### src/rtl/ocrp_pkg.sv
// Shared constants and types for the OLED controller command and display-store port.
`timescale 1ns / 1ps
`default_nettype none

package ocrp_pkg;

  // Default geometry of the display store.
  localparam int COLUMNS_DEF   = 128;
  localparam int PAGE_ROWS_DEF = 8;

  // Field widths fixed by the interface.
  localparam int COL_W  = 7;
  localparam int PAGE_W = 3;

  // Commands that carry argument bytes.
  localparam logic [7:0] CMD_ADDR_MODE   = 8'h20;
  localparam logic [7:0] CMD_COL_WINDOW  = 8'h21;
  localparam logic [7:0] CMD_PAGE_WINDOW = 8'h22;
  localparam logic [7:0] CMD_CONTRAST    = 8'h81;
  localparam logic [7:0] CMD_MUX         = 8'hA8;
  localparam logic [7:0] CMD_OFFSET      = 8'hD3;
  localparam logic [7:0] CMD_PINS        = 8'hDA;
  localparam logic [7:0] CMD_CLOCK       = 8'hD5;
  localparam logic [7:0] CMD_PUMP        = 8'h8D;

  // One-byte commands.
  localparam logic [7:0] CMD_SEG_NORMAL  = 8'hA0;
  localparam logic [7:0] CMD_SEG_FLIP    = 8'hA1;
  localparam logic [7:0] CMD_FOLLOW_RAM  = 8'hA4;
  localparam logic [7:0] CMD_ENTIRE_ON   = 8'hA5;
  localparam logic [7:0] CMD_NORMAL      = 8'hA6;
  localparam logic [7:0] CMD_INVERSE     = 8'hA7;
  localparam logic [7:0] CMD_DISPLAY_OFF = 8'hAE;
  localparam logic [7:0] CMD_DISPLAY_ON  = 8'hAF;

  // Command ranges.
  localparam logic [7:0] CMD_START_LINE_LO = 8'h40;
  localparam logic [7:0] CMD_START_LINE_HI = 8'h7F;
  localparam logic [7:0] CMD_COM_SCAN_LO   = 8'hC0;
  localparam logic [7:0] CMD_COM_SCAN_HI   = 8'hCF;
  localparam logic [7:0] CMD_COL_LOW_LO    = 8'h00;
  localparam logic [7:0] CMD_COL_LOW_HI    = 8'h0F;
  localparam logic [7:0] CMD_COL_HIGH_LO   = 8'h10;
  localparam logic [7:0] CMD_COL_HIGH_HI   = 8'h1F;
  localparam logic [7:0] CMD_PAGE_SEL_LO   = 8'hB0;
  localparam logic [7:0] CMD_PAGE_SEL_HI   = 8'hB7;

  // Addressing modes; the fourth code behaves as horizontal.
  localparam logic [1:0] MODE_HORZ = 2'd0;
  localparam logic [1:0] MODE_VERT = 2'd1;
  localparam logic [1:0] MODE_PAGE = 2'd2;

  // Display-store write request.
  typedef struct packed {
    logic              en;
    logic [PAGE_W-1:0] page;
    logic [COL_W-1:0]  column;
    logic [7:0]        data;
  } wr_t;

  // Panel status reported with every result.
  typedef struct packed {
    logic              awaiting_argument;
    logic              scan_reverse;
    logic              segment_flip;
    logic [5:0]        first_line;
    logic [1:0]        address_mode;
    logic [PAGE_W-1:0] page_now;
    logic [COL_W-1:0]  column_now;
    logic              all_pixels_on;
    logic              inverse_video;
    logic [7:0]        contrast_level;
    logic              display_enabled;
  } st_t;

endpackage

`default_nettype wire

### src/rtl/ocrp_ctrl.sv
// Command parser, panel settings and write pointer of the display controller.
`timescale 1ns / 1ps
`default_nettype none

module ocrp_ctrl
  import ocrp_pkg::*;
#(
  parameter int COLUMNS   = COLUMNS_DEF,
  parameter int PAGE_ROWS = PAGE_ROWS_DEF
) (
  input  wire logic       clk,
  input  wire logic       rst,
  input  wire logic       accept,
  input  wire logic       mode,
  input  wire logic       start_req,
  input  wire logic [7:0] byte_value,
  output wr_t             wr,
  output st_t             st
);

  localparam logic [COL_W-1:0]  COL_LAST = COL_W'(COLUMNS - 1);
  localparam logic [PAGE_W-1:0] PG_LAST  = PAGE_W'(PAGE_ROWS - 1);

  // Saturate a column or page value to the last one in the store.
  function automatic logic [COL_W-1:0] sat_col(input logic [COL_W-1:0] v);
    return (v > COL_LAST) ? COL_LAST : v;
  endfunction

  function automatic logic [PAGE_W-1:0] sat_page(input logic [PAGE_W-1:0] v);
    return (v > PG_LAST) ? PG_LAST : v;
  endfunction

  logic              data_phase, data_phase_next;
  logic [7:0]        pending, pending_next;
  logic [1:0]        arg_idx, arg_idx_next;
  logic [COL_W-1:0]  col_start, col_start_next, col_end, col_end_next;
  logic [PAGE_W-1:0] pg_start, pg_start_next, pg_end, pg_end_next;
  logic [COL_W-1:0]  col_ptr, col_ptr_next;
  logic [PAGE_W-1:0] pg_ptr, pg_ptr_next;
  logic [7:0]        contrast, contrast_next;
  logic [5:0]        start_line, start_line_next;
  logic [1:0]        addr_mode, addr_mode_next;
  logic              seg_remap, seg_remap_next;
  logic              com_rev, com_rev_next;
  logic              inverse, inverse_next;
  logic              entire_on, entire_on_next;
  logic              disp_on, disp_on_next;

  logic              col_wrap, pg_wrap;
  logic [COL_W-1:0]  col_step;
  logic [PAGE_W-1:0] pg_step;
  logic              bus_beat;

  assign bus_beat = accept && !mode;

  // Pointer advance with wrap inside the window, or at the end of the store.
  always_comb begin
    col_wrap = (col_ptr == col_end) || (col_ptr >= COL_LAST);
    col_step = col_wrap ? col_start : col_ptr + COL_W'(1);
    pg_wrap  = (pg_ptr == pg_end) || (pg_ptr >= PG_LAST);
    pg_step  = pg_wrap ? pg_start : pg_ptr + PAGE_W'(1);
  end

  // Next state for control, data and argument bytes. Arguments of the mux,
  // offset, pins, clock and pump commands are consumed; no output carries them.
  always_comb begin
    data_phase_next = data_phase;
    pending_next    = pending;
    arg_idx_next    = arg_idx;
    col_start_next  = col_start;
    col_end_next    = col_end;
    pg_start_next   = pg_start;
    pg_end_next     = pg_end;
    col_ptr_next    = col_ptr;
    pg_ptr_next     = pg_ptr;
    contrast_next   = contrast;
    start_line_next = start_line;
    addr_mode_next  = addr_mode;
    seg_remap_next  = seg_remap;
    com_rev_next    = com_rev;
    inverse_next    = inverse;
    entire_on_next  = entire_on;
    disp_on_next    = disp_on;

    if (bus_beat) begin
      if (start_req) begin
        data_phase_next = byte_value[6];
      end else if (data_phase) begin
        case (addr_mode)
          MODE_PAGE: begin
            col_ptr_next = col_step;
          end
          MODE_VERT: begin
            pg_ptr_next = pg_step;
            if (pg_wrap) col_ptr_next = col_step;
          end
          default: begin
            col_ptr_next = col_step;
            if (col_wrap) pg_ptr_next = pg_step;
          end
        endcase
      end else if (arg_idx != 2'd0) begin
        arg_idx_next = arg_idx - 2'd1;
        case (pending)
          CMD_ADDR_MODE: addr_mode_next = byte_value[1:0];
          CMD_COL_WINDOW: begin
            if (arg_idx == 2'd2) begin
              col_start_next = sat_col(byte_value[COL_W-1:0]);
              col_ptr_next   = sat_col(byte_value[COL_W-1:0]);
            end else begin
              col_end_next = sat_col(byte_value[COL_W-1:0]);
            end
          end
          CMD_PAGE_WINDOW: begin
            if (arg_idx == 2'd2) begin
              pg_start_next = sat_page(byte_value[PAGE_W-1:0]);
              pg_ptr_next   = sat_page(byte_value[PAGE_W-1:0]);
            end else begin
              pg_end_next = sat_page(byte_value[PAGE_W-1:0]);
            end
          end
          CMD_CONTRAST: contrast_next = byte_value;
          default: ;
        endcase
      end else begin
        pending_next = byte_value;
        case (byte_value)
          CMD_ADDR_MODE, CMD_CONTRAST, CMD_MUX, CMD_OFFSET,
          CMD_PINS, CMD_CLOCK, CMD_PUMP: arg_idx_next = 2'd1;
          CMD_COL_WINDOW, CMD_PAGE_WINDOW: arg_idx_next = 2'd2;
          CMD_SEG_NORMAL:  seg_remap_next = 1'b0;
          CMD_SEG_FLIP:    seg_remap_next = 1'b1;
          CMD_FOLLOW_RAM:  entire_on_next = 1'b0;
          CMD_ENTIRE_ON:   entire_on_next = 1'b1;
          CMD_NORMAL:      inverse_next   = 1'b0;
          CMD_INVERSE:     inverse_next   = 1'b1;
          CMD_DISPLAY_OFF: disp_on_next   = 1'b0;
          CMD_DISPLAY_ON:  disp_on_next   = 1'b1;
          default: begin
            if (byte_value inside {[CMD_START_LINE_LO:CMD_START_LINE_HI]}) begin
              start_line_next = byte_value[5:0];
            end else if (byte_value inside {[CMD_COM_SCAN_LO:CMD_COM_SCAN_HI]}) begin
              com_rev_next = byte_value[3];
            end else if (addr_mode == MODE_PAGE) begin
              // Page-mode pointer commands; ignored in the other modes.
              if (byte_value inside {[CMD_COL_LOW_LO:CMD_COL_LOW_HI]}) begin
                col_ptr_next = sat_col({col_ptr[6:4], byte_value[3:0]});
              end else if (byte_value inside {[CMD_COL_HIGH_LO:CMD_COL_HIGH_HI]}) begin
                col_ptr_next = sat_col({byte_value[2:0], col_ptr[3:0]});
              end else if (byte_value inside {[CMD_PAGE_SEL_LO:CMD_PAGE_SEL_HI]}) begin
                pg_ptr_next = sat_page(byte_value[PAGE_W-1:0]);
              end
            end
          end
        endcase
      end
    end
  end

  // State registers.
  always_ff @(posedge clk) begin
    if (rst) begin
      data_phase <= 1'b0;
      pending    <= '0;
      arg_idx    <= '0;
      col_start  <= '0;
      col_end    <= COL_LAST;
      pg_start   <= '0;
      pg_end     <= PG_LAST;
      col_ptr    <= '0;
      pg_ptr     <= '0;
      contrast   <= 8'h7F;
      start_line <= '0;
      addr_mode  <= MODE_HORZ;
      seg_remap  <= 1'b0;
      com_rev    <= 1'b0;
      inverse    <= 1'b0;
      entire_on  <= 1'b0;
      disp_on    <= 1'b0;
    end else begin
      data_phase <= data_phase_next;
      pending    <= pending_next;
      arg_idx    <= arg_idx_next;
      col_start  <= col_start_next;
      col_end    <= col_end_next;
      pg_start   <= pg_start_next;
      pg_end     <= pg_end_next;
      col_ptr    <= col_ptr_next;
      pg_ptr     <= pg_ptr_next;
      contrast   <= contrast_next;
      start_line <= start_line_next;
      addr_mode  <= addr_mode_next;
      seg_remap  <= seg_remap_next;
      com_rev    <= com_rev_next;
      inverse    <= inverse_next;
      entire_on  <= entire_on_next;
      disp_on    <= disp_on_next;
    end
  end

  // Pixel write at the current pointer.
  always_comb begin
    wr.en     = bus_beat && !start_req && data_phase;
    wr.page   = pg_ptr;
    wr.column = col_ptr;
    wr.data   = byte_value;
  end

  // Status as seen after the latest beat.
  always_comb begin
    st.awaiting_argument = (arg_idx != 2'd0);
    st.scan_reverse      = com_rev;
    st.segment_flip      = seg_remap;
    st.first_line        = start_line;
    st.address_mode      = addr_mode;
    st.page_now          = pg_ptr;
    st.column_now        = col_ptr;
    st.all_pixels_on     = entire_on;
    st.inverse_video     = inverse;
    st.contrast_level    = contrast;
    st.display_enabled   = disp_on;
  end

  // The pointers never leave the store.
  a_col_in_store: assert property (@(posedge clk) disable iff (rst)
    ({1'b0, col_ptr} < 8'(COLUMNS)))
    else $error("column pointer outside the store");

  a_page_in_store: assert property (@(posedge clk) disable iff (rst)
    ({1'b0, pg_ptr} < 4'(PAGE_ROWS)))
    else $error("page pointer outside the store");

  // Two pending arguments only for the window commands.
  a_two_args: assert property (@(posedge clk) disable iff (rst)
    (arg_idx == 2'd2) |-> (pending == CMD_COL_WINDOW || pending == CMD_PAGE_WINDOW))
    else $error("two arguments pending for a one-argument command");

endmodule

`default_nettype wire

### config.mk
export PLATFORM = sky130hd
export DESIGN_NAME = ocrp_ctrl
export DESIGN_NICKNAME = d
export VERILOG_FILES = /design/src/rtl/ocrp_pkg.sv /design/src/rtl/ocrp_ctrl.sv
export SDC_FILE = /design/constraint.sdc
export NUM_CORES = 1
export LEC_CHECK = 0
export BUFFER_PORTS_ARGS = -buffer_cell sky130_fd_sc_hd__buf_4
export CAP_MARGIN = 40
export CORE_MARGIN = 2
export CORE_UTILIZATION = 60
export CTS_CLUSTER_DIAMETER = 120
export DETAILED_ROUTE_END_ITERATION = 12
export GPL_TIMING_DRIVEN = 1
export PLACE_DENSITY = 0.85
export SLEW_MARGIN = 20
export SYNTH_ARGS = -nofsm -noshare
export SYNTH_HDL_FRONTEND = slang
export SYNTH_SLANG_ARGS = --single-unit
### constraint.sdc
create_clock -name clk -period 4 [get_ports clk]
set_input_delay 0 -clock clk [delete_from_list [all_inputs] [get_ports clk]]
set_output_delay 0 -clock clk [all_outputs]
set_load 0.005 [all_outputs]
==> results of run 1 <==
## logic make-up (layout without fill, tap and decap cells)
family | count (synthesis) | in the layout | share of synthesized area (%)
flip-flops | 62 | 62 | 35.9
buffers and inverters | 68 | 97 | 11.0
multiplexers | 25 | 25 | 7.26
AND/OR/NAND/NOR | 177 | 177 | 26.2
AO/OA/AOI/OAI | 78 | 78 | 14.3
adder cells (fa/ha/maj) | 3 | 3 | 1.08
XOR/XNOR | 17 | 17 | 4.30
## registers in the layout (all words and copies together) (netlist names)
register	count
addr_mode	2
arg_idx	2
com_rev	1
col_end	7
col_ptr	7
pg_end	3
pg_ptr	3
inverse	1
pending	8
col_start	7
contrast	8
disp_on	1
entire_on	1
seg_remap	1
data_phase	1
start_line	6
pg_start	3
## stage by stage
stage | utilization, % | cells
CTS | 71.6 | 530
floorplan | - | 430
global placement | 66.8 | 510
global route | 71.8 | 531
finish | 71.8 | 531
detailed placement | 66.8 | 510
## placed cells by master, fill, tap and decap left out, types with 2 or more instances in the layout
master,Yosys,layout
nand3b_1,3,3
nor2_4,2,2
nand2_1,58,58
o221a_2,3,3
inv_1,11,11
nand4b_1,2,2
clkinv_4,0,3
nor3b_1,5,5
xnor2_1,10,10
ha_1,3,3
o21ai_0,9,9
mux2i_1,24,24
nand3_1,36,36
a221oi_1,5,5
bufinv_16,0,2
dfxtp_1,62,62
a31oi_1,3,3
nand2b_1,4,4
nor2b_1,2,2
a211o_1,3,3
clkbuf_8,0,9
nor4_1,4,4
nor4bb_1,2,2
o31ai_1,3,3
nor2_1,39,39
nand4_1,4,4
a211oi_1,3,3
a22oi_1,5,5
xor2_1,7,7
a21oi_1,36,36
o211ai_1,4,4
dlygate4sd3_1,0,4
a41oi_1,2,2
nor4b_1,2,2
nor3_1,2,2
buf_4,24,65
## layer usage
layer	global-route usage, %	part of all wire [%]
met3	6.33	6.2
met2	47.8	49
met1	32.7	41
met4	16.9	3.4
met5	0	0
## worst min path at each step
stage	startpoint	endpoint	slack, ns
floorplan	byte_value[0]	wr[0]	0.08
CTS	byte_value[0]	inverse	0.04
global route	byte_value[0]	inverse	0.04
global placement	byte_value[5]	wr[5]	0.27
detailed placement	byte_value[5]	wr[5]	0.27
finish	byte_value[0]	inverse	0.05
## power breakdown
group	leakage [nW]	total, mW	switching, mW	internal, mW
Combinational	1.02	0.103	0.0648	0.0379
Sequential	0.501	0.625	0.00389	0.621
Clock	0.109	0.613	0.261	0.352
Total	1.63	1.34	0.329	1.01
## critical path, stage by stage (launching register included)
cell	delay [ns]
dfxtp_1	0.50
nor2_2	0.35
inv_1	0.29
nor4b_1	0.44
a211oi_1	0.14
a21oi_1	0.24
nand2_1	0.16
a211o_1	0.28
o221a_2	0.22
## area by class of cell
| class | instances | area (µm²) | share of cell area, % |
|---|---|---|---|
| multi-input cells | 300 | 1840 | 46.3 |
| flip-flops and latches | 62 | 1240 | 31.2 |
| repair buffers | 70 | 543 | 13.6 |
| clock buffers | 9 | 124 | 3.11 |
| clock inverters | 7 | 98.8 | 2.48 |
| well taps | 72 | 90.1 | 2.26 |
| inverters | 11 | 41.3 | 1.04 |
==> reports/metrics.yaml, run 1 <==
critical_path:
  required_ns: 4.24
  startpoint_type: "flip-flop"
  reg2reg_depth: 8
  cp_max_fo: 18
  setup.worst_path.start: "arg_idx[0]"
  worst-r2r-setup-slack_ns: 1.27
  arrival_ns: 2.96
  worst_r2r_startpoint: "arg_idx[0]"
  worstSetupEndpointType: "flip-flop"
  endpoint: "col_ptr[4]"
  r2r-end: "col_ptr[4]"
  crit_type: "flip-flop to flip-flop"
timing:
  tns_ns: 0
  final_hold_viol_count: 0
  drv_slew: 0
  whs_ns: 0.0485
  rsz0062_at_grt: "false"
  slew_headroom_pct: 59.5
  finalSetupViolCount: 0
  skew_ns: 0.0101
  fmax_mhz: 367
  fin_ws_ns: 1.27
  fin_crit_ns: 2.73
  tightest_slew_ns: 0.606
  period_share_pct: 68.2
logic_synthesis:
  syn-cell-area_um2: 3460
  synth_top_area_cell: "dfxtp_1"
  synth_edf_count: 0
  synth_common_cells: "62 x dfxtp_1, 58 x nand2_1, 39 x nor2_1"
  synth_seq_area_share_pct: 35.9
  synth_cell_types: 50
  syn_nets: 446
  synth.most_common_cell: "dfxtp_1"
  syn_inst: 430
  synth-main-ff-cell: "dfxtp_1"
  yosys_warnings: 0
  synth.avg_cell_area_um2: 8.05
  ys_seq_elements: 62
  synthTopCellsByArea: "dfxtp_1 36%, mux2i_1 6.9%, nand2_1 6.3%"
  synth_top_cell_area_share_pct: 35.9
  async_reset_ff_share_pct: 0
placed_design:
  gp_congestion: 0.855
  portBuffers: 63
  dp_hpwl_um: 5600
  placed_area_um2: 3700
  place_ws_ns: 1.19
clocking:
  tritoncts: "built"
  cts_buffers: 9
  clock-root-buffer: "clkbuf_8"
  clk_pin_slew_worst_paths_ns: 0.08
  cts_resized: 0
  post-cts-setup-buffers: 0
  cts_hold_buf: 4
  cts.sinks: 62
  clk_latency_ns: 0.34
  htreeDepth: 3
  cts_buffer_depth: 2
grt:
  grt_max_degree: 44
  grt_usage_pct: 28.4
  grt_pass1_vias: 3024
  grt_overflow_total: 0
  antenna_found_initial: 0
  grt_pass1_wl_um: 14100
drt:
  dr.pass1.iters: 6
  wl_per_cell_um: 16.1
  drtIter0Drc: 188
  vias_per_cell: 5.90
  vias: 3134
  drc: 0
  routed_wl_um: 8550
  ant_nets: 0
min_path:
  hp-class: "primary input to flip-flop"
  hold_depth: 3
floorplan:
  num_rows: 27
  die_w_um: 80.0
  die-area_um2: 6390
  pin_count: 64
  die_h_um: 80.0
  core-area_um2: 5540
  start_util_pct: 62.5
pwr:
  p_per_area_nw_per_um2: 337
  ir_worst_vdd_v: 0.000293
  power.total_mw: 1.34
  p_leak_nw: 1.63
status:
  outcome: "finished clean"
cells_and_area:
  n_antenna_cell: 0
  stdcell_area_um2: 3980
  layout-area-overhead-vs-synth_pct: 15.0
  drive_above_1_share_pct: 20.7
  layout.nets: 470
  fill_cells: 435
flow_run:
  cap_violations: 0
Note: power is estimated with default switching activity, not from simulation.
==> inputs of run 2 (changes only) <==
Settings changed: CORE_UTILIZATION 60 to 56, PLACE_DENSITY 0.85 to 0.8.
Clock period 4 ns to 2.8 ns, I/O delays scaled along.
==> run 2 against run 1 <==
Utilization is 4.6 points lower. Final area is 0.57% higher. Fmax is 19% higher. Clock power is 58% higher. Die area is 6.8% higher. Largest cell class unchanged. Highest routed layer unchanged.
==> reports/metrics.yaml, run 2 (synthesis gave the netlist of run 1 again) <==
cells_and_area:
  layout.nets: 471  # +0.21%
  final_cell_mix: "69 x buf_4, 62 x dfxtp_1, 58 x nand2_1, 39 x nor2_1"
  final_common_cell: "buf_4"
  layout.cells.non_filler: 535  # +0.75%
  stdcell_area_um2: 4000  # +0.57%
  n_antenna_cell: 0  # unchanged
  drive_above_1_share_pct: 21.3  # +0.61 points
  fin_util_pct: 67.2  # -4.6 points
  reg_top3: "contrast (8), pending (8)"
  layout-area-overhead-vs-synth_pct: 15.6
drt:
  drc: 0  # unchanged
  vias_per_cell: 5.85  # -0.94%
  dr.pass1.iters: 6  # unchanged
  wl_per_cell_um: 15.7  # -2.7%
  routed_wl_um: 8380  # -2.0%
  vias: 3128  # -0.19%
  drtIter0Drc: 241  # +28%
  ant_nets: 0  # unchanged
clocking:
  cts_buffers: 9  # unchanged
  clk_latency_ns: 0.34  # about the same
  clk_pin_slew_worst_paths_ns: 0.07  # about the same
  cts_buffer_depth: 2  # unchanged
  cts.sinks: 62  # unchanged
  tritoncts: "built"
  post-cts-setup-buffers: 0  # unchanged
  htreeDepth: 3  # unchanged
  clock-root-buffer: "clkbuf_8"
critical_path:
  reg2reg_depth: 9  # +1
  r2r-end: "col_ptr[5]"
  required_ns: 3.04  # -1.20 ns
  cp_max_fo: 8  # -10
  worst-r2r-setup-slack_ns: 0.51  # -0.76 ns
  startpoint_type: "flip-flop"
  worst_r2r_startpoint: "pg_ptr[0]"
  arrival_ns: 2.53  # -0.43 ns
  crit_type: "flip-flop to flip-flop"
  worstSetupEndpointType: "flip-flop"
pwr:
  clockPowerShare_pct: 48.3  # +2.6 points
  p_switching_uw: 472  # +43%
  p_int_mw: 1.53  # +52%
  switching_share_pct: 23.5  # -1.0 points
  p_leak_nw: 1.64  # +0.68%
  p_seq_share_pct: 44.5  # -2.1 points
  power.total_mw: 2.00  # +50%
  p_per_area_nw_per_um2: 501  # +49%
  ir_worst_vdd_v: 0.000413  # +41%
  comb_power_share_pct: 7.2  # -0.5 points
grt:
  grt_pass1_vias: 2890  # -4.4%
  antenna_found_initial: 0  # unchanged
  grt_max_degree: 44  # unchanged
  grt_overflow_total: 0  # unchanged
  grt_pass1_wl_um: 13500  # -4.0%
  grt_usage_pct: 26.2  # -2.2 points
floorplan:
  start_util_pct: 58.1  # -4.4 points
  core-area_um2: 5960  # +7.5%
  die-area_um2: 6830  # +6.8%
  pin_count: 64  # unchanged
  die_w_um: 82.6  # +3.3%
  num_rows: 28  # +3.7%
  die_h_um: 82.6  # +3.3%
status:
  outcome: "finished clean"
min_path:
  hp-start: "byte_value[4]"
  hp-class: "primary input to flip-flop"
  hold_end: "pending[4]"
  hold_depth: 3  # unchanged
timing:
  drv_slew: 0  # unchanged
  tightest_slew_ns: 0.857  # +0.251 ns
  slew_headroom_pct: 42.8  # -17 points
  final_hold_viol_count: 0  # unchanged
  rsz0062_at_grt: "false"
  fmax_mhz: 436  # +19%
  period_share_pct: 81.8  # +14 points
  finalSetupViolCount: 0  # unchanged
  skew_ns: 0.00788  # -0.00217 ns
  fin_crit_ns: 2.29  # -0.436 ns
  tns_ns: 0  # unchanged
placed_design:
  gp_congestion: 0.854  # -0.14%
  placed_area_um2: 3740  # +0.91%
  portBuffers: 63  # unchanged
  dpl.cell_count: 517  # +1.4%
  dp_hpwl_um: 5680  # +1.5%
flow_run:
  cap_violations: 0  # unchanged
-- run 2: worst max path at each step --
stage | startpoint | to | slack [ns] | cells after the start
2_1_floorplan | data_phase | seg_remap | 0.69 | 10
3_5_place_dp | pg_ptr[0] | col_ptr[5] | 0.52 | 9
3_3_place_gp | pg_ptr[0] | col_ptr[6] | 0.58 | 9
5_1_grt | pg_ptr[0] | col_ptr[0] | 0.29 | 9
4_1_cts | pg_ptr[0] | col_ptr[5] | 0.49 | 9
6_report | pg_ptr[0] | col_ptr[5] | 0.51 | 9
-- run 2: power groups by stage --
stage / sequential, mW / combinational [mW] / clock [mW]
2_1_floorplan: 0.911 / 0.101 / 0
3_3_place_gp: 0.912 / 0.138 / 0
3_5_place_dp: 0.912 / 0.140 / 0
4_1_cts: 0.892 / 0.143 / 0.975
5_1_grt: 0.893 / 0.156 / 1.01
6_report: 0.892 / 0.144 / 0.969
-- run 2: layout make-up --
class	count	area, µm²
fillers	507	1950
multi-input cells	300	1840
flip-flops and latches	62	1240
repair buffers	71	538
clock buffers	9	124
clock inverters	7	123
well taps	75	93.8
inverters	11	41.3
-- run 2: what timing repair did --
action                    CTS  global route
hold endpoints to repair    3             0
hold buffers                2             0
gates resized for setup     0             0
-- run 2: metrics by stage --
stage	hold slack, ns	worst slack (ns)
6_report	0.0135	0.509
5_1_grt	0.0288	0.291
4_1_cts	0.000995	0.494
3_5_place_dp	0.274	0.519
3_3_place_gp	0.276	0.577
2_1_floorplan	0.0808	0.688
-- run 2: critical path: stages, from the launching register on --
cell and delay, ns:
dfxtp_1 0.38, ha_1 0.23, ha_1 0.18, a31oi_1 0.14, o41ai_1 0.11, a41oi_1 0.41
a21oi_1 0.18, nand2_1 0.18, nor2_1 0.10, o221a_2 0.28
-- run 2: per-layer routing --
layer,share of wire (%),track usage (%)
met1,43,31.0
met2,50,45.6
met4,1.9,13.6
met3,5.9,4.13
met5,0,0
